`config.mk`:
```
export PLATFORM = sky130hd
export DESIGN_NAME = utf16_to_utf8_transcoder
export DESIGN_NICKNAME = d
export VERILOG_FILES = /design/src/rtl/u16u8_pkg.sv /design/src/rtl/u16u8_front.sv /design/src/rtl/u16u8_queue.sv /design/src/rtl/u16u8_back.sv /design/src/rtl/utf16_to_utf8_transcoder.sv
export SDC_FILE = /design/constraint.sdc
export NUM_CORES = 1
export LEC_CHECK = 0
export ABC_AREA = 1
export BUFFER_PORTS_ARGS = -buffer_cell sky130_fd_sc_hd__buf_2
export CAP_MARGIN = 20
export CORE_UTILIZATION = 51
export CTS_BUF_LIST = sky130_fd_sc_hd__clkbuf_8
export DETAILED_ROUTE_END_ITERATION = 7
export PLACE_DENSITY = 0.67
export SYNTH_ARGS = -nofsm -noshare
export SYNTH_HDL_FRONTEND = slang
export SYNTH_SLANG_ARGS = --single-unit
```
`constraint.sdc`:
```
create_clock -name clk -period 4.13 [get_ports clk]
set_clock_uncertainty 0.05 [all_clocks]
set_input_delay 0.6195 -clock clk [delete_from_list [all_inputs] [get_ports clk]]
set_output_delay 0.6195 -clock clk [all_outputs]
set_load 0.005 [all_outputs]
```
`src/rtl/u16u8_pkg.sv`:
```
// ----------------------------------------------------------------------------
// u16u8_pkg
// Shared types, constants and UTF-8 encode helpers for the UTF-16 to UTF-8
// transcoder.
// ----------------------------------------------------------------------------
`default_nettype none

package u16u8_pkg;

	localparam int QDEPTH = 4;
	localparam int QAW    = $clog2(QDEPTH);
	localparam int QCW    = QAW + 1;
	localparam int CPW    = 21;

	localparam logic [7:0]  BOM_FE    = 8'hFE;
	localparam logic [7:0]  BOM_FF    = 8'hFF;
	localparam logic [15:0] SURR_LO   = 16'hD800;
	localparam logic [15:0] SURR_HI   = 16'hDFFF;
	localparam logic [CPW-1:0] SUPP_BASE = 21'h10000;

	localparam logic [1:0] LEN1 = 2'd0;
	localparam logic [1:0] LEN2 = 2'd1;
	localparam logic [1:0] LEN3 = 2'd2;
	localparam logic [1:0] LEN4 = 2'd3;

	typedef enum logic [1:0] {
		PH_MARK1 = 2'd0,
		PH_MARK2 = 2'd1,
		PH_RUN   = 2'd2,
		PH_BAD   = 2'd3
	} phase_t;

	// one queued job: either a code point or a bad-mark error
	typedef struct packed {
		logic           err;
		logic [CPW-1:0] cp;
	} job_t;

	typedef struct packed {
		logic full;
		logic not_empty;
	} q_status_t;

	// encoded length minus one
	function automatic logic [1:0] utf8_lenm1(input logic [CPW-1:0] cp);
		logic [1:0] l;
		if (cp < 21'd128)
			l = LEN1;
		else if (cp < 21'd2048)
			l = LEN2;
		else if (cp < 21'd65536)
			l = LEN3;
		else
			l = LEN4;
		return l;
	endfunction

	function automatic logic [7:0] utf8_byte(input logic [CPW-1:0] cp,
	                                         input logic [1:0] lenm1,
	                                         input logic [1:0] idx);
		logic [7:0] b;
		b = {2'b10, cp[5:0]};
		case (lenm1)
			LEN1: b = {1'b0, cp[6:0]};
			LEN2: begin
				if (idx == 2'd0)
					b = {3'b110, cp[10:6]};
			end
			LEN3: begin
				if (idx == 2'd0)
					b = {4'b1110, cp[15:12]};
				else if (idx == 2'd1)
					b = {2'b10, cp[11:6]};
			end
			LEN4: begin
				if (idx == 2'd0)
					b = {5'b11110, cp[20:18]};
				else if (idx == 2'd1)
					b = {2'b10, cp[17:12]};
				else if (idx == 2'd2)
					b = {2'b10, cp[11:6]};
			end
			default: b = {2'b10, cp[5:0]};
		endcase
		return b;
	endfunction

endpackage

`default_nettype wire

```
`src/rtl/u16u8_front.sv`:
```
// ----------------------------------------------------------------------------
// u16u8_front
// Accepts input bytes, checks the byte order mark, assembles code units and
// surrogate pairs, and pushes code points or errors into the job queue.
// ----------------------------------------------------------------------------
`default_nettype none

module u16u8_front (
	input  wire logic            clk,
	input  wire logic            arst_n,
	input  wire logic            in_valid,
	output      logic            in_stall,
	input  wire logic [7:0]      in_byte,
	input  wire logic            restart,
	input  wire logic            q_full,
	output      logic            push,
	output      u16u8_pkg::job_t push_job
);
	import u16u8_pkg::*;

	phase_t      phase_q, phase_n;
	logic [7:0]  mark_first_q, mark_first_n;
	logic        little_q, little_n;
	logic        half_valid_q, half_valid_n;
	logic [7:0]  half_byte_q, half_byte_n;
	logic        high_pend_q, high_pend_n;
	logic [9:0]  high_bits_q, high_bits_n;

	logic        accept;
	phase_t      eff_phase;
	logic [15:0] unit;

	assign in_stall = q_full;
	assign accept   = in_valid && !q_full;

	always_ff @(posedge clk or negedge arst_n) begin
		if (!arst_n) begin
			phase_q      <= PH_MARK1;
			mark_first_q <= '0;
			little_q     <= 1'b0;
			half_valid_q <= 1'b0;
			half_byte_q  <= '0;
			high_pend_q  <= 1'b0;
			high_bits_q  <= '0;
		end else begin
			phase_q      <= phase_n;
			mark_first_q <= mark_first_n;
			little_q     <= little_n;
			half_valid_q <= half_valid_n;
			half_byte_q  <= half_byte_n;
			high_pend_q  <= high_pend_n;
			high_bits_q  <= high_bits_n;
		end
	end

	always_comb begin
		phase_n      = phase_q;
		mark_first_n = mark_first_q;
		little_n     = little_q;
		half_valid_n = half_valid_q;
		half_byte_n  = half_byte_q;
		high_pend_n  = high_pend_q;
		high_bits_n  = high_bits_q;
		push         = 1'b0;
		push_job     = '0;
		eff_phase    = restart ? PH_MARK1 : phase_q;
		unit         = little_q ? {in_byte, half_byte_q} : {half_byte_q, in_byte};

		if (accept) begin
			case (eff_phase)
				PH_MARK1: begin
					mark_first_n = in_byte;
					phase_n      = PH_MARK2;
					little_n     = 1'b0;
					half_valid_n = 1'b0;
					half_byte_n  = '0;
					high_pend_n  = 1'b0;
					high_bits_n  = '0;
				end
				PH_MARK2: begin
					if (mark_first_q == BOM_FE && in_byte == BOM_FF) begin
						little_n = 1'b0;
						phase_n  = PH_RUN;
					end else if (mark_first_q == BOM_FF && in_byte == BOM_FE) begin
						little_n = 1'b1;
						phase_n  = PH_RUN;
					end else begin
						phase_n      = PH_BAD;
						push         = 1'b1;
						push_job.err = 1'b1;
					end
				end
				PH_RUN: begin
					if (!half_valid_q) begin
						half_byte_n  = in_byte;
						half_valid_n = 1'b1;
					end else begin
						half_valid_n = 1'b0;
						if (high_pend_q) begin
							high_pend_n = 1'b0;
							high_bits_n = '0;
							push        = 1'b1;
							push_job.cp = SUPP_BASE + {1'b0, high_bits_q, unit[9:0]};
						end else if (unit >= SURR_LO && unit <= SURR_HI) begin
							high_pend_n = 1'b1;
							high_bits_n = unit[9:0];
						end else begin
							push        = 1'b1;
							push_job.cp = {5'd0, unit};
						end
					end
				end
				PH_BAD: ;
				default: ;
			endcase
		end
	end

endmodule

`default_nettype wire

```
`src/rtl/u16u8_queue.sv`:
```
// ----------------------------------------------------------------------------
// u16u8_queue
// Short register FIFO of jobs between the front and the back end.
// ----------------------------------------------------------------------------
`default_nettype none

module u16u8_queue (
	input  wire logic                 clk,
	input  wire logic                 arst_n,
	input  wire logic                 push,
	input  wire u16u8_pkg::job_t      push_job,
	input  wire logic                 pop,
	output      u16u8_pkg::job_t      head,
	output      u16u8_pkg::q_status_t status
);
	import u16u8_pkg::*;

	job_t           mem_q [QDEPTH];
	logic [QAW-1:0] wr_ptr_q, rd_ptr_q;
	logic [QCW-1:0] count_q;

	assign head             = mem_q[rd_ptr_q];
	assign status.full      = (count_q == QCW'(QDEPTH));
	assign status.not_empty = (count_q != '0);

	always_ff @(posedge clk or negedge arst_n) begin
		if (!arst_n) begin
			wr_ptr_q <= '0;
			rd_ptr_q <= '0;
			count_q  <= '0;
		end else begin
			if (push)
				wr_ptr_q <= wr_ptr_q + 1'b1;
			if (pop)
				rd_ptr_q <= rd_ptr_q + 1'b1;
			if (push && !pop)
				count_q <= count_q + 1'b1;
			else if (pop && !push)
				count_q <= count_q - 1'b1;
		end
	end

	always_ff @(posedge clk) begin
		if (push)
			mem_q[wr_ptr_q] <= push_job;
	end

endmodule

`default_nettype wire

```
`src/rtl/u16u8_back.sv`:
```
// ----------------------------------------------------------------------------
// u16u8_back
// Pops jobs and emits UTF-8 bytes one per cycle while out_stall is low, through an output register.
// ----------------------------------------------------------------------------
`default_nettype none

module u16u8_back (
	input  wire logic                 clk,
	input  wire logic                 arst_n,
	input  wire u16u8_pkg::job_t      head,
	input  wire u16u8_pkg::q_status_t q_status,
	output      logic                 pop,
	output      logic                 out_valid,
	input  wire logic                 out_stall,
	output      logic [7:0]           out_byte,
	output      logic                 last,
	output      logic                 status
);
	import u16u8_pkg::*;

	logic           busy_q;
	logic [CPW-1:0] cp_q;
	logic [1:0]     idx_q;
	logic           out_valid_q;
	logic [7:0]     out_byte_q;
	logic           last_q;
	logic           status_q;

	logic           can_load;
	logic           fire;
	logic [CPW-1:0] src_cp;
	logic           src_err;
	logic [1:0]     idx;
	logic [1:0]     lenm1;
	logic           is_last;

	assign can_load = !out_valid_q || !out_stall;
	assign src_cp   = busy_q ? cp_q : head.cp;
	assign src_err  = !busy_q && head.err;
	assign idx      = busy_q ? idx_q : 2'd0;
	assign lenm1    = src_err ? LEN1 : utf8_lenm1(src_cp);
	assign is_last  = (idx == lenm1);
	assign fire     = can_load && (busy_q || q_status.not_empty);
	assign pop      = fire && !busy_q;

	always_ff @(posedge clk or negedge arst_n) begin
		if (!arst_n) begin
			busy_q      <= 1'b0;
			idx_q       <= '0;
			out_valid_q <= 1'b0;
		end else begin
			if (fire) begin
				busy_q      <= !is_last;
				idx_q       <= idx + 2'd1;
				out_valid_q <= 1'b1;
			end else if (!out_stall) begin
				out_valid_q <= 1'b0;
			end
		end
	end

	always_ff @(posedge clk) begin
		if (fire) begin
			cp_q       <= src_cp;
			out_byte_q <= src_err ? 8'd0 : utf8_byte(src_cp, lenm1, idx);
			last_q     <= is_last;
			status_q   <= src_err;
		end
	end

	assign out_valid = out_valid_q;
	assign out_byte  = out_byte_q;
	assign last      = last_q;
	assign status    = status_q;

endmodule

`default_nettype wire

```
`src/rtl/utf16_to_utf8_transcoder.sv`:
```
// ----------------------------------------------------------------------------
// utf16_to_utf8_transcoder
// Converts a UTF-16 byte stream with a leading byte order mark into UTF-8
// bytes, marking the final byte of each code point.
// ----------------------------------------------------------------------------
//  channel | direction | handshake            | payload
//  in      | sink      | in_valid / in_stall  | in_byte[7:0], restart
//  out     | source    | out_valid / out_stall| out_byte[7:0], last, status
//
//  One input byte is taken per cycle while the job queue has room.
//  One output byte leaves per cycle while out_stall is low; a code point gives
//  1 to 4 bytes, so a unit of two input bytes gives up to 3 output bytes and a
//  surrogate pair of four input bytes up to 4.
//  With the queue idle, the completing byte's job passes the queue and the output register before out_valid rises.
//  Reset clears the mark detector, the four-entry queue and the output stage.
//  Output stalls back up through the queue to in_stall only when it is full.
// ----------------------------------------------------------------------------
`default_nettype none

module utf16_to_utf8_transcoder (
	input  wire logic       clk,
	input  wire logic       arst_n,
	input  wire logic       in_valid,
	output      logic       in_stall,
	input  wire logic [7:0] in_byte,
	input  wire logic       restart,
	output      logic       out_valid,
	input  wire logic       out_stall,
	output      logic [7:0] out_byte,
	output      logic       last,
	output      logic       status
);
	import u16u8_pkg::*;

	logic      push;
	job_t      push_job;
	logic      pop;
	job_t      head;
	q_status_t q_status;

	u16u8_front u_front (
		.clk      (clk),
		.arst_n   (arst_n),
		.in_valid (in_valid),
		.in_stall (in_stall),
		.in_byte  (in_byte),
		.restart  (restart),
		.q_full   (q_status.full),
		.push     (push),
		.push_job (push_job)
	);

	u16u8_queue u_queue (
		.clk      (clk),
		.arst_n   (arst_n),
		.push     (push),
		.push_job (push_job),
		.pop      (pop),
		.head     (head),
		.status   (q_status)
	);

	u16u8_back u_back (
		.clk       (clk),
		.arst_n    (arst_n),
		.head      (head),
		.q_status  (q_status),
		.pop       (pop),
		.out_valid (out_valid),
		.out_stall (out_stall),
		.out_byte  (out_byte),
		.last      (last),
		.status    (status)
	);

	a_err_form: assert property (@(posedge clk) disable iff (!arst_n)
		out_valid && status |-> last && out_byte == 8'd0)
		else $error("error transaction not single zero byte");

	a_lead_cont: assert property (@(posedge clk) disable iff (!arst_n)
		out_valid && !last |-> out_byte[7])
		else $error("non-final byte lacks top bit");

	a_last_form: assert property (@(posedge clk) disable iff (!arst_n)
		out_valid && last && !status |-> !(out_byte[7] && out_byte[6]))
		else $error("final byte is a lead byte");

	a_no_pop_empty: assert property (@(posedge clk) disable iff (!arst_n)
		pop |-> q_status.not_empty)
		else $error("pop from empty queue");

	a_no_push_full: assert property (@(posedge clk) disable iff (!arst_n)
		q_status.full |-> !push)
		else $error("push into full queue");

endmodule

`default_nettype wire

```
Word-level counts from Yosys, hierarchy flattened
Memories as Yosys holds them, arrays and structs flattened.
Index checks and enable logic that the tools add are counted.
{ "totals": {"register_bits": 73, "latchBits": 0, "ram_bits": 88, "mem_bits_ro": 0, "in_bits": 13, "output_inout_bits": 12, "word_cells": 131, "mem_count": 1} }
{ "op_classes": {"addsub": 6, "n_mul": 0, "n_div": 0, "n_lt_le_gt_ge": 5, "eq_ne": 18, "shifts": 0, "n_mux": 52, "bitwise_logic": 0, "reduce_logical": 32} }
{ "memory_table": {"columns": ["name", "depth", "width", "read_ports", "rd_clocked_by_memory_dff", "write_ports", "line", "source"], "rows": [
  ["u_queue.mem_q", 4, 22, 1, 0, 1, "u16u8_queue.sv:18", "job_t mem_q [QDEPTH];"]
]} }
{ "op_table": {"columns": ["cell", "count"], "rows": [
  ["$mux 21", 4],
  ["$eq 8x8->1 const B", 4],
  ["$mux 16", 2],
  ["$mux 8", 4],
  ["$pmux 8 s4", 1],
  ["$mux 10", 3],
  ["$mux 22", 1],
  ["$add 17x20->21 const A", 1],
  ["$lt 21x12->1 const B", 1],
  ["$lt 21x17->1 const B", 1],
  ["$lt 21x8->1 const B", 1],
  ["$mux 1", 20],
  ["$pmux 10 s2", 1],
  ["$ge 16x16->1 const B", 1],
  ["$le 16x16->1 const B", 1],
  ["$pmux 8 s2", 1],
  ["$mux 6", 2],
  ["$mux 2", 5],
  ["$logic_and 1x1->1", 9],
  ["$reduce_and 3->1", 3],
  ["$eq 2x2->1 const B", 4],
  ["$pmux 1 s2", 4],
  ["$logic_not 1->1", 7],
  ["$mux 7", 1],
  ["other kinds (17)", 31]
]} }

Longest topological paths before layout
Gate-level depths: netlist of the first run.
{ "logic_depth": {"word_depth": 12, "mapped_depth": 18, "ltp_nobuf": 16} }

Cells and area by module
A second synthesis of the first run with hierarchy kept.
{ "hier_totals": {"cells_unflattened": 898, "area_unflattened_um2": 8358.0} }
{ "modules_own_cells": {"columns": ["module", "instances", "cells_each", "area_each_um2", "seq_area_each_um2"], "rows": [
  ["u16u8_queue", 1, 305, 4045.1, 2817.7],
  ["u16u8_back", 1, 305, 2328.5, 1031.0],
  ["u16u8_front", 1, 288, 1984.4, 775.7]
]} }

Least setup slack after synthesis of the first run
Ideal clock, no wire load.
{ "synth_path": {"path_kind": "register to register", "start": "register u_back.busy_q", "end": "register u_queue.count_q[1]", "setup_ns": 0.125, "arrival_time_ns": 3.326, "t_required_ns": 3.955, "setup_slack_ns": 0.629, "path_stages_with_launch": 11, "path_buffers": 3, "period_less_slack_ns": 3.501, "cell_sequence": "dfrtp_1 inv_2 buf_6 buf_2 buf_2 a31oi_2 nand2_1 ha_1 inv_1 fa_1 mux2_2"} }
{ "synth_via": {"elab_chain_cells": 6, "elab_cells_between_ends": 9, "cone_classes": "mux (1); reduce/logical (8)"} }
{ "synth_lines": {"columns": ["element", "line", "source"], "rows": [
  ["start, declared", "u16u8_back.sv:21", "logic busy_q;"],
  ["start signal, assigned", "u16u8_back.sv:53", "busy_q <= !is_last;"],
  ["$logic_or 1x1->1 *", "u16u8_back.sv:43", "assign fire = can_load && (busy_q || q_status.not_empty);"],
  ["$logic_and 1x1->1 *", "u16u8_back.sv:43", null],
  ["via u_back.fire", "u16u8_back.sv:30", "logic fire;"],
  ["$logic_and 1x1->1 *", "u16u8_back.sv:44", "assign pop = fire && !busy_q;"],
  ["$logic_not 1->1", "u16u8_queue.sv:36", "if (push && !pop)"],
  ["$logic_and 1x1->1", "u16u8_queue.sv:36", null],
  ["$mux 3 or $reduce_bool 2->1 (tied branches)", null, null],
  ["end signal, assigned", "u16u8_queue.sv:37", "count_q <= count_q + 1'b1;"],
  ["end signal, assigned", "u16u8_queue.sv:39", "count_q <= count_q - 1'b1;"],
  ["end, declared", "u16u8_queue.sv:20", "logic [QCW-1:0] count_q;"]
]} }
The timed path passes the listed nets; every way through them passes the cells marked *.
A chain may end at the register's enable or synchronous reset.

Final worst setup path of the first run
{ "layout_path": {"start": "register u_front.little_q", "end": "register u_queue.count_q[1]"} }
{ "layout_via": {"elab_chain_cells": 11, "elab_cells_between_ends": 14, "cone_classes": "order compare (2); mux (7); reduce/logical (5)"} }
{ "layout_lines": {"columns": ["element", "line", "source"], "rows": [
  ["start, declared", "u16u8_front.sv:23", "logic little_q, little_n;"],
  ["start signal, assigned", "u16u8_front.sv:48", "little_q <= little_n;"],
  ["$mux 16 *", "u16u8_front.sv:67", "unit = little_q ? {in_byte, half_byte_q} : {half_byte_q, in_byte};"],
  ["$ge 16x16->1 or $le 16x16->1 (tied branches)", "u16u8_front.sv:104", "end else if (unit >= SURR_LO && unit <= SURR_HI) begin"],
  ["$logic_and 1x1->1 *", "u16u8_front.sv:104", null],
  ["$mux 1 *", "u16u8_front.sv:104", null],
  ["$mux 1 *", "u16u8_front.sv:99", "if (high_pend_q) begin"],
  ["$mux 1 *", "u16u8_front.sv:94", "if (!half_valid_q) begin"],
  ["$pmux 1 s2 *", "u16u8_front.sv:70", "case (eff_phase)"],
  ["$mux 1 *", "u16u8_front.sv:69", "if (accept) begin"],
  ["via push", "utf16_to_utf8_transcoder.sv:35", "logic push;"],
  ["$logic_not 1->1", "u16u8_queue.sv:38", "else if (pop && !push)"],
  ["$logic_and 1x1->1", "u16u8_queue.sv:38", null],
  ["$reduce_bool 2->1 (no source line)", null, null]
]} }
Marks and branches as above.

==> impl_summary.log, run 1 <==
[metrics] status: finished, final reports clean
[metrics] total number of clock tree sinks: about 160
[metrics] post-synthesis average cell area: 9.281 µm²
[metrics] number of register bits inferred by synthesis: around 160
[metrics] clock latency on the worst-skew pair: 460 ps
[metrics] post-synthesis cell type with the largest combined area: edfxtp_1
[metrics] area share of the leading cell type in the synthesized netlist: 0.4508
[metrics] predominant post-synthesis flop cell: edfxtp_1
[metrics] clock tree from TritonCTS: built
[metrics] ratio of total power to cell area: ~690 mW/mm²
[metrics] maximum number of pins on one net before global-route repair: 46
[metrics] R2R Setup Slk: 700 ps
[metrics] quantity of I/O buffers inserted on ports: 24
[metrics] most frequent cells after synthesis: 199 x nand2_1, 135 x inv_1, 119 x edfxtp_1
[metrics] maximum achievable frequency: 291.9 MHz
[metrics] full die area: 0.01604 mm²
[metrics] routability congestion estimate from global placement: 0.8646
[metrics] path depth of the worst reg2reg path: 11
[metrics] final setup TNS: 0 ps
[metrics] Leak: 0.003822 µW
[metrics] root buf cell: clkbuf_8
[metrics] required time of the critical path: 4430 ps
[metrics] Resized Gates After CTS: 0
[metrics] count leader, synth: nand2_1
[metrics] number of standard cells after synthesis: 854
[metrics] clock transition time at the flip-flop clock pins of the worst setup and hold paths: 90 ps
[metrics] VDD IR-drop max: 332.1 µV
[metrics] setup repair after global routing missed its margin: no
[metrics] Final Net Count: between 900 and 1k
[metrics] global-route wire length before repair: 26880 µm
[metrics] share of final-layout standard cells stronger than drive strength 1: 0.1263
[metrics] DR DRC count: 0
[metrics] routed vias/inst: 5.146
[metrics] count of max-cap constraint violations: 0
[metrics] biggest area contributors in the synthesized netlist: edfxtp_1 45%, dfrtp_1 13%, nand2_1 9.4%
[metrics] maximum buffer depth of the clock tree: 2
[metrics] count of warnings emitted by yosys: 0
[metrics] Final Routed Wirelength: around 16000 µm
[metrics] number of nets produced by synthesis: 880
[metrics] Vias: 5573
[metrics] initial core utilization: 0.5214
[metrics] total CTS buffers: 17
[metrics] asr flop ratio synth: 0.2609
[metrics] Top Ports: 25
[metrics] Overflow after GRT: 0
[metrics] total routing usage reported by global routing: 0.2210
[metrics] core region area: about 0.015 mm²
[metrics] Cell Rows: 45
[metrics] HPWL after detailed placement: 10960 µm
[metrics] Pre-Repair DR Iteration Count: 5
[metrics] number of failing hold endpoints at the final stage: 0
[metrics] number of levels the H-tree was split into: 4
[metrics] min-delay worst type: in2reg
[metrics] number of DRC markers after the initial detailed-route iteration: around 390
[metrics] cell depth of the worst hold path: 3
[metrics] number of enable-type register cells in the synthesized netlist: 119
[metrics] Final Cycle Share: 0.8294
[metrics] Worst setup SP type: register
[metrics] startpoint-to-endpoint class of the critical path: reg2reg
[metrics] source of the worst register-to-register timing path: u_front.little_q$_DFFE_PN0P_
[metrics] total setup violations reported at the end of the flow: 0
[metrics] Max transition margin: 0.4713
[metrics] Netlist cell types: between 40 and 50
[metrics] relative area change from synthesis to final layout: 9.329%
[metrics] endpoint of the most critical register-to-register path: u_queue.count_q[1]$_DFFE_PN0P_
[metrics] time the worst path needs with I/O delays and setup: 3425 ps
[metrics] register area share after synthesis: 0.5834
[metrics] slew of the pin with the lowest slew margin: 791.9 ps
[metrics] Arr. time, crit path: 3730 ps
[metrics] final total power: approximately 6000 µW
[metrics] crit-path max FO: 21
[metrics] floorplan die height: 126.7 µm
[metrics] minimum hold slack: 336.2 ps
[metrics] vias in the first global route: 5260
[metrics] Routed WL per cell: 15.09 µm
[metrics] worst hold endpoint: u_back.out_valid$_DFFE_PN0P_
[metrics] endpoint type of the worst setup path: register
[metrics] number of diodes added for antenna fixing: 0
[metrics] number of pins exceeding their max-slew limit in the final report: 0
[metrics] post-route ant nets: 0
[metrics] Post-Syn Area: between 0.007 and 0.008 mm²
[metrics] startpoint of the most critical hold path: out_stall
[metrics] initial antenna violation count: 0
[metrics] Chip Width: 126.7 µm
registers in the layout, summed over array words and instances (netlist names):
register / flops
u_queue.mem_q: 88
u_back.cp_q: 21
u_front.high_bits_q: 10
u_back.out_byte: 8
u_front.half_byte_q: 8
u_front.mark_first_q: 8
u_queue.count_q: 3
u_back.idx_q: 2
u_front.phase_q: 2
u_queue.rd_ptr_q: 2
u_queue.wr_ptr_q: 2
u_back.busy_q: 1
u_back.last: 1
u_back.out_valid: 1
u_back.status: 1
u_front.half_valid_q: 1
u_front.high_pend_q: 1
u_front.little_q: 1
metal layers:
layer,share of wire,GRT usage,up-vias
met5,0,0,-
met4,0.026,0.09454,0
met3,0.040,0.04175,31
met2,0.48,0.3542,122
met1,0.46,0.2971,2573
li1,-,-,2847
critical path, cell delays in order (launching register included):
cell and delay [ps]:
dfrtp_1 670, o21ai_0 230, nor4_1 420, nand2_1 110, nand2_1 250, o21ai_0 220
nand2_1 290, inv_1 80, ha_1 200, inv_1 110, fa_1 410, mux2_2 270
worst max-delay path by stage:
| stage | startpoint | slack, ps | end | cells past startpoint |
|---|---|---|---|---|
| 3_5_place_dp | restart | 610 | u_queue.count_q[2]$_DFFE_PN0P_ | 15 |
| 4_1_cts | u_front.little_q$_DFFE_PN0P_ | 690 | u_queue.count_q[1]$_DFFE_PN0P_ | 11 |
| 3_3_place_gp | restart | 730 | u_queue.count_q[2]$_DFFE_PN0P_ | 15 |
| 6_report | u_front.little_q$_DFFE_PN0P_ | 700 | u_queue.count_q[1]$_DFFE_PN0P_ | 11 |
| 2_1_floorplan | u_back.busy_q$_DFFE_PN0P_ | 630 | u_queue.count_q[1]$_DFFE_PN0P_ | 10 |
| 5_1_grt | u_front.little_q$_DFFE_PN0P_ | 410 | u_queue.count_q[1]$_DFFE_PN0P_ | 11 |
repair_timing:
item | 4_1_cts | 5_1_grt
hold endpoints to repair | 0 | 4
setup buffers | 0 | 0
hold buffers | 0 | 1
cells in the final DEF (no fill, tap or decap), types with 15 or more instances in the layout:
cell,n
a21oi_1,15
buf_2,24
clkbuf_8,18
dfrtp_1,42
edfxtp_1,119
inv_1,135
nand2_1,199
nand3_1,71
nor2_1,58
o21ai_0,56
o22ai_1,22
or2_2,19
layout make-up:
cell class	count	area [µm²]
sequential	161	4624
multi-input combinational	521	2616
tap	188	235.2
timing repair buffer	40	255.2
clock inverter	14	155.1
clock buffer	18	247.7
inverter	141	531.8
fill	1347	6536
stage by stage:
stage | cells | instance area [µm²] | util | worst slack, ps
final | 1083 | 8666 | 0.5700 | 704.6
after global routing | 1083 | 8666 | 0.5700 | 407.2
after CTS | 1081 | 8636 | 0.5681 | 689.5
after detailed placement | 1049 | 8233 | 0.5416 | 607.5
after global placement | 1049 | 8233 | 0.5416 | 734.5
after floorplan | 854 | 7926 | - | 629.0
logic make-up after synthesis:
| kind of cell | share of synthesized area |
|---|---|
| flops | 0.5834 |
| fa+ha+maj | 0.02147 |
| buf+inv | 0.08887 |
| mux | 0.001421 |
| compound gates | 0.08098 |
| simple gates | 0.2172 |
| xor+xnor | 0.006630 |
power breakdown:
| group | total, µW | internal, µW | switching (µW) | leakage, µW |
|---|---|---|---|---|
| Combinational | 2470 | 808 | 1660 | 0.00200 |
| Sequential | 2330 | 2190 | 138 | 0.00162 |
| Clock | 1160 | 560 | 597 | 0.000200 |
| Total | 5950 | 3560 | 2390 | 0.00382 |
Power figures use the tool's default switching activity.
==> run 2, diff against run 1 <==
==> constraint.sdc (replaced) <==
create_clock -name clk -period 3.6 [get_ports clk]
set_clock_uncertainty 0.05 [all_clocks]
set_input_delay 0.54 -clock clk [delete_from_list [all_inputs] [get_ports clk]]
set_output_delay 0.54 -clock clk [all_outputs]
set_load 0.005 [all_outputs]
==> impl_summary.log, run 2 (synthesis gave the netlist of run 1 again) <==
[metrics] status: finished, final reports clean
[metrics] Final Routed Wirelength: 16280 µm (-0.37%)
[metrics] Top Ports: 25 (unchanged)
[metrics] Flop pwr share: 0.394 (+0.003)
[metrics] highest-utilization routing layer at the global route stage: met2
[metrics] min-delay worst type: in2reg
[metrics] DR DRC count: 0 (unchanged)
[metrics] required time of the critical path: 3900 ps (-530 ps)
[metrics] startpoint-to-endpoint class of the critical path: reg2reg
[metrics] max reg flops: 88 (unchanged)
[metrics] Max transition margin: 0.4878 (+0.01648)
[metrics] initial core utilization: 0.5214 (unchanged)
[metrics] HPWL after detailed placement: 11060 µm (+0.94%)
[metrics] VDD IR-drop max: 503.9 µV (+52%)
[metrics] maximum number of pins on one net before global-route repair: 46 (unchanged)
[metrics] maximum achievable frequency: 329.0 MHz (+13%)
[metrics] GR met1 Demand/Resource: 0.2830 (-0.01407)
[metrics] initial antenna violation count: 0 (unchanged)
[metrics] Chip Width: 126.7 µm (unchanged)
[metrics] vias in the first global route: 5382 (+2.3%)
[metrics] R2R Setup Slk: 560 ps (-140 ps)
[metrics] minimum hold slack: 267.3 ps (-68.98 ps)
[metrics] relative contribution of combinational cells to total power: 0.411 (-0.004)
[metrics] Cell Rows: 45 (unchanged)
[metrics] number of diodes added for antenna fixing: 0 (unchanged)
[metrics] switching power total: 2710 µW (+13%)
[metrics] share of final-layout standard cells stronger than drive strength 1: 0.1240 (-0.002235)
[metrics] relative contribution of the clock network to total power: 0.195 (about the same)
[metrics] count of max-cap constraint violations: 0 (unchanged)
[metrics] internal power: 4099 µW (+15%)
[metrics] commonest non-fill, non-tap cells in the layout: 199 x nand2_1, 137 x inv_1, 119 x edfxtp_1
[metrics] routability congestion estimate from global placement: 0.8949 (+3.5%)
[metrics] Sw Ratio: 0.3980 (-0.004265)
[metrics] floorplan die height: 126.7 µm (unchanged)
[metrics] clock tree from TritonCTS: built
[metrics] time the worst path needs with I/O delays and setup: 3040 ps (-385.7 ps)
[metrics] Leak: 0.003823 µW (about the same)
[metrics] root buf cell: clkbuf_8
[metrics] slew of the pin with the lowest slew margin: 767.2 ps (-24.68 ps)
[metrics] Vias: 5607 (+0.61%)
[metrics] relative area change from synthesis to final layout: 9.440%
[metrics] total setup violations reported at the end of the flow: 0 (unchanged)
[metrics] ratio of total power to cell area: 784.9 mW/mm² (+14%)
[metrics] Pre-Repair DR Iteration Count: 5 (unchanged)
[metrics] routed vias/inst: 5.177 (+0.61%)
[metrics] Worst setup SP type: register
[metrics] total routing usage reported by global routing: 0.2213 (+0.0002793)
[metrics] path depth of the worst reg2reg path: 13 (+2)
[metrics] leading registers by flop count: u_queue.mem_q: 88 flops, u_back.cp_q: 21 flops, u_front.high_bits_q: 10 flops
[metrics] total number of clock tree sinks: 161 (unchanged)
[metrics] crit-path max FO: 21 (unchanged)
[metrics] Final Net Count: 908 (unchanged)
[metrics] clock transition time at the flip-flop clock pins of the worst setup and hold paths: 80 ps (about the same)
[metrics] routing usage on met3: 0.05188 (+0.01012)
[metrics] quantity of I/O buffers inserted on ports: 24 (unchanged)
[metrics] total CTS buffers: 17 (unchanged)
[metrics] worst setup slack before clock tree synthesis: 554.3 ps (-53.28 ps)
[metrics] Final Cycle Share: 0.8443 (+0.01496)
[metrics] maximum buffer depth of the clock tree: 2 (unchanged)
[metrics] number of filler cells placed in the layout: 1349 (+0.15%)
[metrics] worst hold endpoint: u_back.out_valid$_DFFE_PN0P_
[metrics] full die area: 0.01604 mm² (unchanged)
[metrics] endpoint type of the worst setup path: register
[metrics] Resized Gates After CTS: 0 (unchanged)
[metrics] number of pins exceeding their max-slew limit in the final report: 0 (unchanged)
[metrics] clock latency on the worst-skew pair: 460 ps (about the same)
[metrics] Overflow after GRT: 0 (unchanged)
[metrics] final setup TNS: 0 ps (unchanged)
[metrics] Routed WL per cell: 15.04 µm (-0.37%)
[metrics] commonest non-fill, non-tap cell in the layout: nand2_1
[metrics] startpoint of the most critical hold path: out_stall
[metrics] Arr. time, crit path: 3340 ps (-390 ps)
[metrics] number of failing hold endpoints at the final stage: 0 (unchanged)
[metrics] core region area: 0.01520 mm² (unchanged)
[metrics] endpoint of the most critical register-to-register path: u_queue.count_q[1]$_DFFE_PN0P_
[metrics] number of levels the H-tree was split into: 4 (unchanged)
[metrics] end-of-flow core utilization: 0.5706 (+0.0005760)
[metrics] setup repair after global routing missed its margin: no
[metrics] global-route wire length before repair: 26970 µm (+0.33%)
[metrics] final critical-path setup slack: 560.4 ps (-144.3 ps)
[metrics] post-route ant nets: 0 (unchanged)
[metrics] number of DRC markers after the initial detailed-route iteration: 440 (+12%)
[metrics] source of the worst register-to-register timing path: u_front.little_q$_DFFE_PN0P_
[metrics] Most flops, register: u_queue.mem_q
[metrics] cell depth of the worst hold path: 3 (unchanged)
[metrics] global-route met2 utilization: 0.3702 (+0.01592)
run 2: worst max-delay path by stage:
stage	cells after the start	slack [ps]	end	from
2_1_floorplan	10	100	u_queue.count_q[1]$_DFFE_PN0P_	u_back.busy_q$_DFFE_PN0P_
3_3_place_gp	15	620	u_queue.count_q[2]$_DFFE_PN0P_	restart
3_5_place_dp	13	550	u_queue.count_q[1]$_DFFE_PN0P_	u_front.little_q$_DFFE_PN0P_
4_1_cts	13	540	u_queue.count_q[1]$_DFFE_PN0P_	u_front.little_q$_DFFE_PN0P_
5_1_grt	13	270	u_queue.count_q[1]$_DFFE_PN0P_	u_front.little_q$_DFFE_PN0P_
6_report	13	560	u_queue.count_q[1]$_DFFE_PN0P_	u_front.little_q$_DFFE_PN0P_
run 2: power groups by stage:
stage,combinational (µW),clock (µW),sequential (µW)
2_1_floorplan,2150,0,2680
3_3_place_gp,2750,0,2720
3_5_place_dp,2790,0,2730
4_1_cts,2800,1360,2690
5_1_grt,3220,1430,2720
6_report,2800,1330,2680
run 2: critical path, stage by stage, from the launching register on:
cell     delay [ps]
dfrtp_1         570
buf_4           270
nand2_1          60
o21ai_0         100
nor4_1          410
nand2_1         110
nand2_1         100
o21ai_0         150
nand2_1         120
inv_1            50
ha_1            180
inv_1           110
fa_1            400
mux2_2          260
run 2: timing repair:
item                                   in CTS  in global routing
hold buffers                                0                  1
endpoints found under the hold margin       0                  3
setup buffers                               0                  0
run 2: per-layer routing:
layer	wire [µm]	up-vias
met5	0	-
met4	272	0
met3	639	23
met2	7847	113
met1	7524	2629
li1	-	2842
run 2: through the flow:
stage | total power [µW] | cell area [µm²] | cells
floorplan | 4827 | 7926 | 854
global placement | 5468 | 8245 | 1049
detailed placement | 5516 | 8245 | 1049
CTS | 6849 | 8645 | 1081
global route | 7377 | 8675 | 1083
finish | 6809 | 8675 | 1083
run 2: area by class of cell:
type	count	area (µm²)	area share
repair buffers	40	267.8	0.03087
well taps	188	235.2	0.02712
flip-flops and latches	161	4624	0.5331
inverters	141	531.8	0.06130
multi-input cells	521	2616	0.3016
clock buffers	19	261.5	0.03015
clock inverters	13	137.6	0.01587
==> run 3, diff against run 2 <==
==> constraint.sdc (replaced) <==
create_clock -name clk -period 2.8 [get_ports clk]
set_clock_uncertainty 0.05 [all_clocks]
set_input_delay 0.42 -clock clk [delete_from_list [all_inputs] [get_ports clk]]
set_output_delay 0.42 -clock clk [all_outputs]
set_load 0.005 [all_outputs]
==> impl_summary.log, run 3 (synthesis gave the netlist of run 1 again) <==
[metrics] status: finished, final reports clean
[metrics] clock transition time at the flip-flop clock pins of the worst setup and hold paths: 80 ps (about the same)
[metrics] number of diodes added for antenna fixing: 0 (unchanged)
[metrics] Most flops, register: u_queue.mem_q
[metrics] cell area after layout: 0.009011 mm² (+3.9%)
[metrics] time the worst path needs with I/O delays and setup: 2673 ps (-367.0 ps)
[metrics] commonest non-fill, non-tap cells in the layout: 195 x nand2_1, 135 x inv_1, 119 x edfxtp_1
[metrics] count of max-cap constraint violations: 0 (unchanged)
[metrics] number of DRC markers after the initial detailed-route iteration: 447 (+1.6%)
[metrics] min-delay worst type: in2reg
[metrics] Arr. time, crit path: 2970 ps (-370 ps)
[metrics] full die area: 0.01604 mm² (unchanged)
[metrics] Pre-Repair DR Iteration Count: 5 (unchanged)
[metrics] Leak: 0.004000 µW (+4.6%)
[metrics] crit-path max FO: 6 (-71%)
[metrics] slew of the pin with the lowest slew margin: 729.1 ps (-38.10 ps)
[metrics] maximum buffer depth of the clock tree: 2 (unchanged)
[metrics] commonest non-fill, non-tap cell in the layout: nand2_1
[metrics] number of failing hold endpoints at the final stage: 0 (unchanged)
[metrics] number of pins exceeding their max-slew limit in the final report: 0 (unchanged)
[metrics] kind of cell adding the most delay to the critical path: simple AND/OR/NAND/NOR gates
[metrics] total number of clock tree sinks: 161 (unchanged)
[metrics] critical path, cell by cell: buf_6 > nand2_1 > o21a_1 > nand2_1 > nor4_2 > buf_4 > nand2_4 > nand2_4 > o21ai_4 > nand2_2 > inv_2 > ha_2 > inv_2 > fa_1 > mux2_4
[metrics] VDD IR-drop max: 465.5 µV (-7.6%)
[metrics] ratio of total power to cell area: 1009 mW/mm² (+29%)
[metrics] worst setup slack before clock tree synthesis: -11.29 ps (-565.6 ps)
[metrics] Vias: 5775 (+3.0%)
[metrics] vias in the first global route: 5516 (+2.5%)
[metrics] floorplan die height: 126.7 µm (unchanged)
[metrics] Chip Width: 126.7 µm (unchanged)
[metrics] final total power: 9093 µW (+34%)
[metrics] routed vias/inst: 5.175 (about the same)
[metrics] Final Routed Wirelength: 16950 µm (+4.1%)
[metrics] total setup violations reported at the end of the flow: 0 (unchanged)
[metrics] initial core utilization: 0.5214 (unchanged)
[metrics] cell with the largest stage delay on the worst path: dfrtp_2
[metrics] Cell Rows: 45 (unchanged)
[metrics] Routed WL per cell: 15.19 µm (+1.0%)
[metrics] number of buffer and inverter instances along the worst setup path: 4 (+1)
[metrics] slowest cell delay on critical path: 450 ps (-120 ps)
[metrics] share of final-layout standard cells stronger than drive strength 1: 0.1659 (+0.04193)
[metrics] core region area: 0.01520 mm² (unchanged)
[metrics] Max transition margin: 0.5088 (+0.02101)
[metrics] post-route ant nets: 0 (unchanged)
[metrics] HPWL after detailed placement: 11680 µm (+5.6%)
[metrics] total CTS buffers: 17 (unchanged)
[metrics] quantity of I/O buffers inserted on ports: 24 (unchanged)
[metrics] maximum achievable frequency: 374.2 MHz (+14%)
[metrics] clock latency on the worst-skew pair: 450 ps (about the same)
[metrics] leading registers by flop count: u_queue.mem_q: 88 flops, u_back.cp_q: 21 flops, u_front.high_bits_q: 10 flops
[metrics] DR DRC count: 0 (unchanged)
[metrics] global-route wire length before repair: 28000 µm (+3.8%)
[metrics] root buf cell: clkbuf_8
[metrics] endpoint type of the worst setup path: register
[metrics] relative area change from synthesis to final layout: 13.69%
[metrics] max reg flops: 88 (unchanged)
[metrics] initial antenna violation count: 0 (unchanged)
[metrics] number of levels the H-tree was split into: 4 (unchanged)
[metrics] maximum number of pins on one net before global-route repair: 43 (-6.5%)
[metrics] Overflow after GRT: 0 (unchanged)
[metrics] Worst setup SP type: register
[metrics] Top Ports: 25 (unchanged)
[metrics] Post-DP Area: 0.008486 mm² (+2.9%)
[metrics] final critical-path setup slack: 127.4 ps (-433.0 ps)
[metrics] Final Cycle Share: 0.9545 (+0.1102)
[metrics] routability congestion estimate from global placement: 0.8718 (-2.6%)
[metrics] clock tree from TritonCTS: built
[metrics] required time of the critical path: 3090 ps (-810 ps)
[metrics] total routing usage reported by global routing: 0.2282 (+0.006903)
[metrics] Final Net Count: 941 (+3.6%)
[metrics] startpoint-to-endpoint class of the critical path: reg2reg
[run 3: layer usage]
layer / routed length, µm / track usage
met5: 0 / 0
met3: 649 / 0.04682
met4: 202 / 0.05742
met1: 7719 / 0.2995
met2: 8381 / 0.3897
[run 3: timing repair]
action | 4_1_cts | 5_1_grt
pin swaps | 0 | 4
setup endpoints to repair | 2 | 7
hold buffers | 0 | 1
resized for setup | 2 | 21
endpoints found under the hold margin | 0 | 10
buffers inserted | 0 | 5
[run 3: report_power, final]
group | switching [µW] | leakage, µW | internal [µW]
clock network | 865 | 0.000196 | 874
registers | 208 | 0.00162 | 3230
logic | 2520 | 0.00218 | 1400
total | 3590 | 0.00400 | 5500
[run 3: path summary, 6_finish.rpt]
kind	from	cells past startpoint	end	slack, ps
setup / recovery	u_front.little_q$_DFFE_PN0P_	15	u_queue.count_q[1]$_DFFE_PN0P_	130
hold / removal	out_stall	3	u_back.out_valid$_DFFE_PN0P_	150
setup reg to reg	u_front.little_q$_DFFE_PN0P_	15	u_queue.count_q[1]$_DFFE_PN0P_	130
hold reg to reg	u_front.mark_first_q[6]$_DFFE_PN0P_	2	u_front.mark_first_q[6]$_DFFE_PN0P_	450
max in group asynchronous	arst_n	3	u_front.little_q$_DFFE_PN0P_	1870
min in group asynchronous	arst_n	2	u_back.idx_q[1]$_DFFE_PN0P_	340
[run 3: metrics by stage]
step | hold WS [ps] | TNS [ps] | utilization | std cells
final | 148.9 | 0 | 0.5928 | 1116
after global routing | 142.7 | -15.23 | 0.5928 | 1116
after CTS | 108.7 | 0 | 0.5849 | 1109
after detailed placement | 429.1 | -14.89 | 0.5582 | 1077
after global placement | 409.2 | 0 | 0.5582 | 1077
after floorplan | 74.41 | -6183 | - | 854
[run 3: tightest hold or removal path, cell delays in order]
cell	delay (ps)
buf_2	70
nand2_1	60
nand2_1	60
[run 3: cell type report]
type,count,area (µm²)
multi-input combinational,521,2668
sequential,161,4626
fill,1317,6191
clock buffer,17,234.0
clock inverter,15,170.2
tap,188,235.2
inverter,141,536.8
timing repair buffer,73,541.8
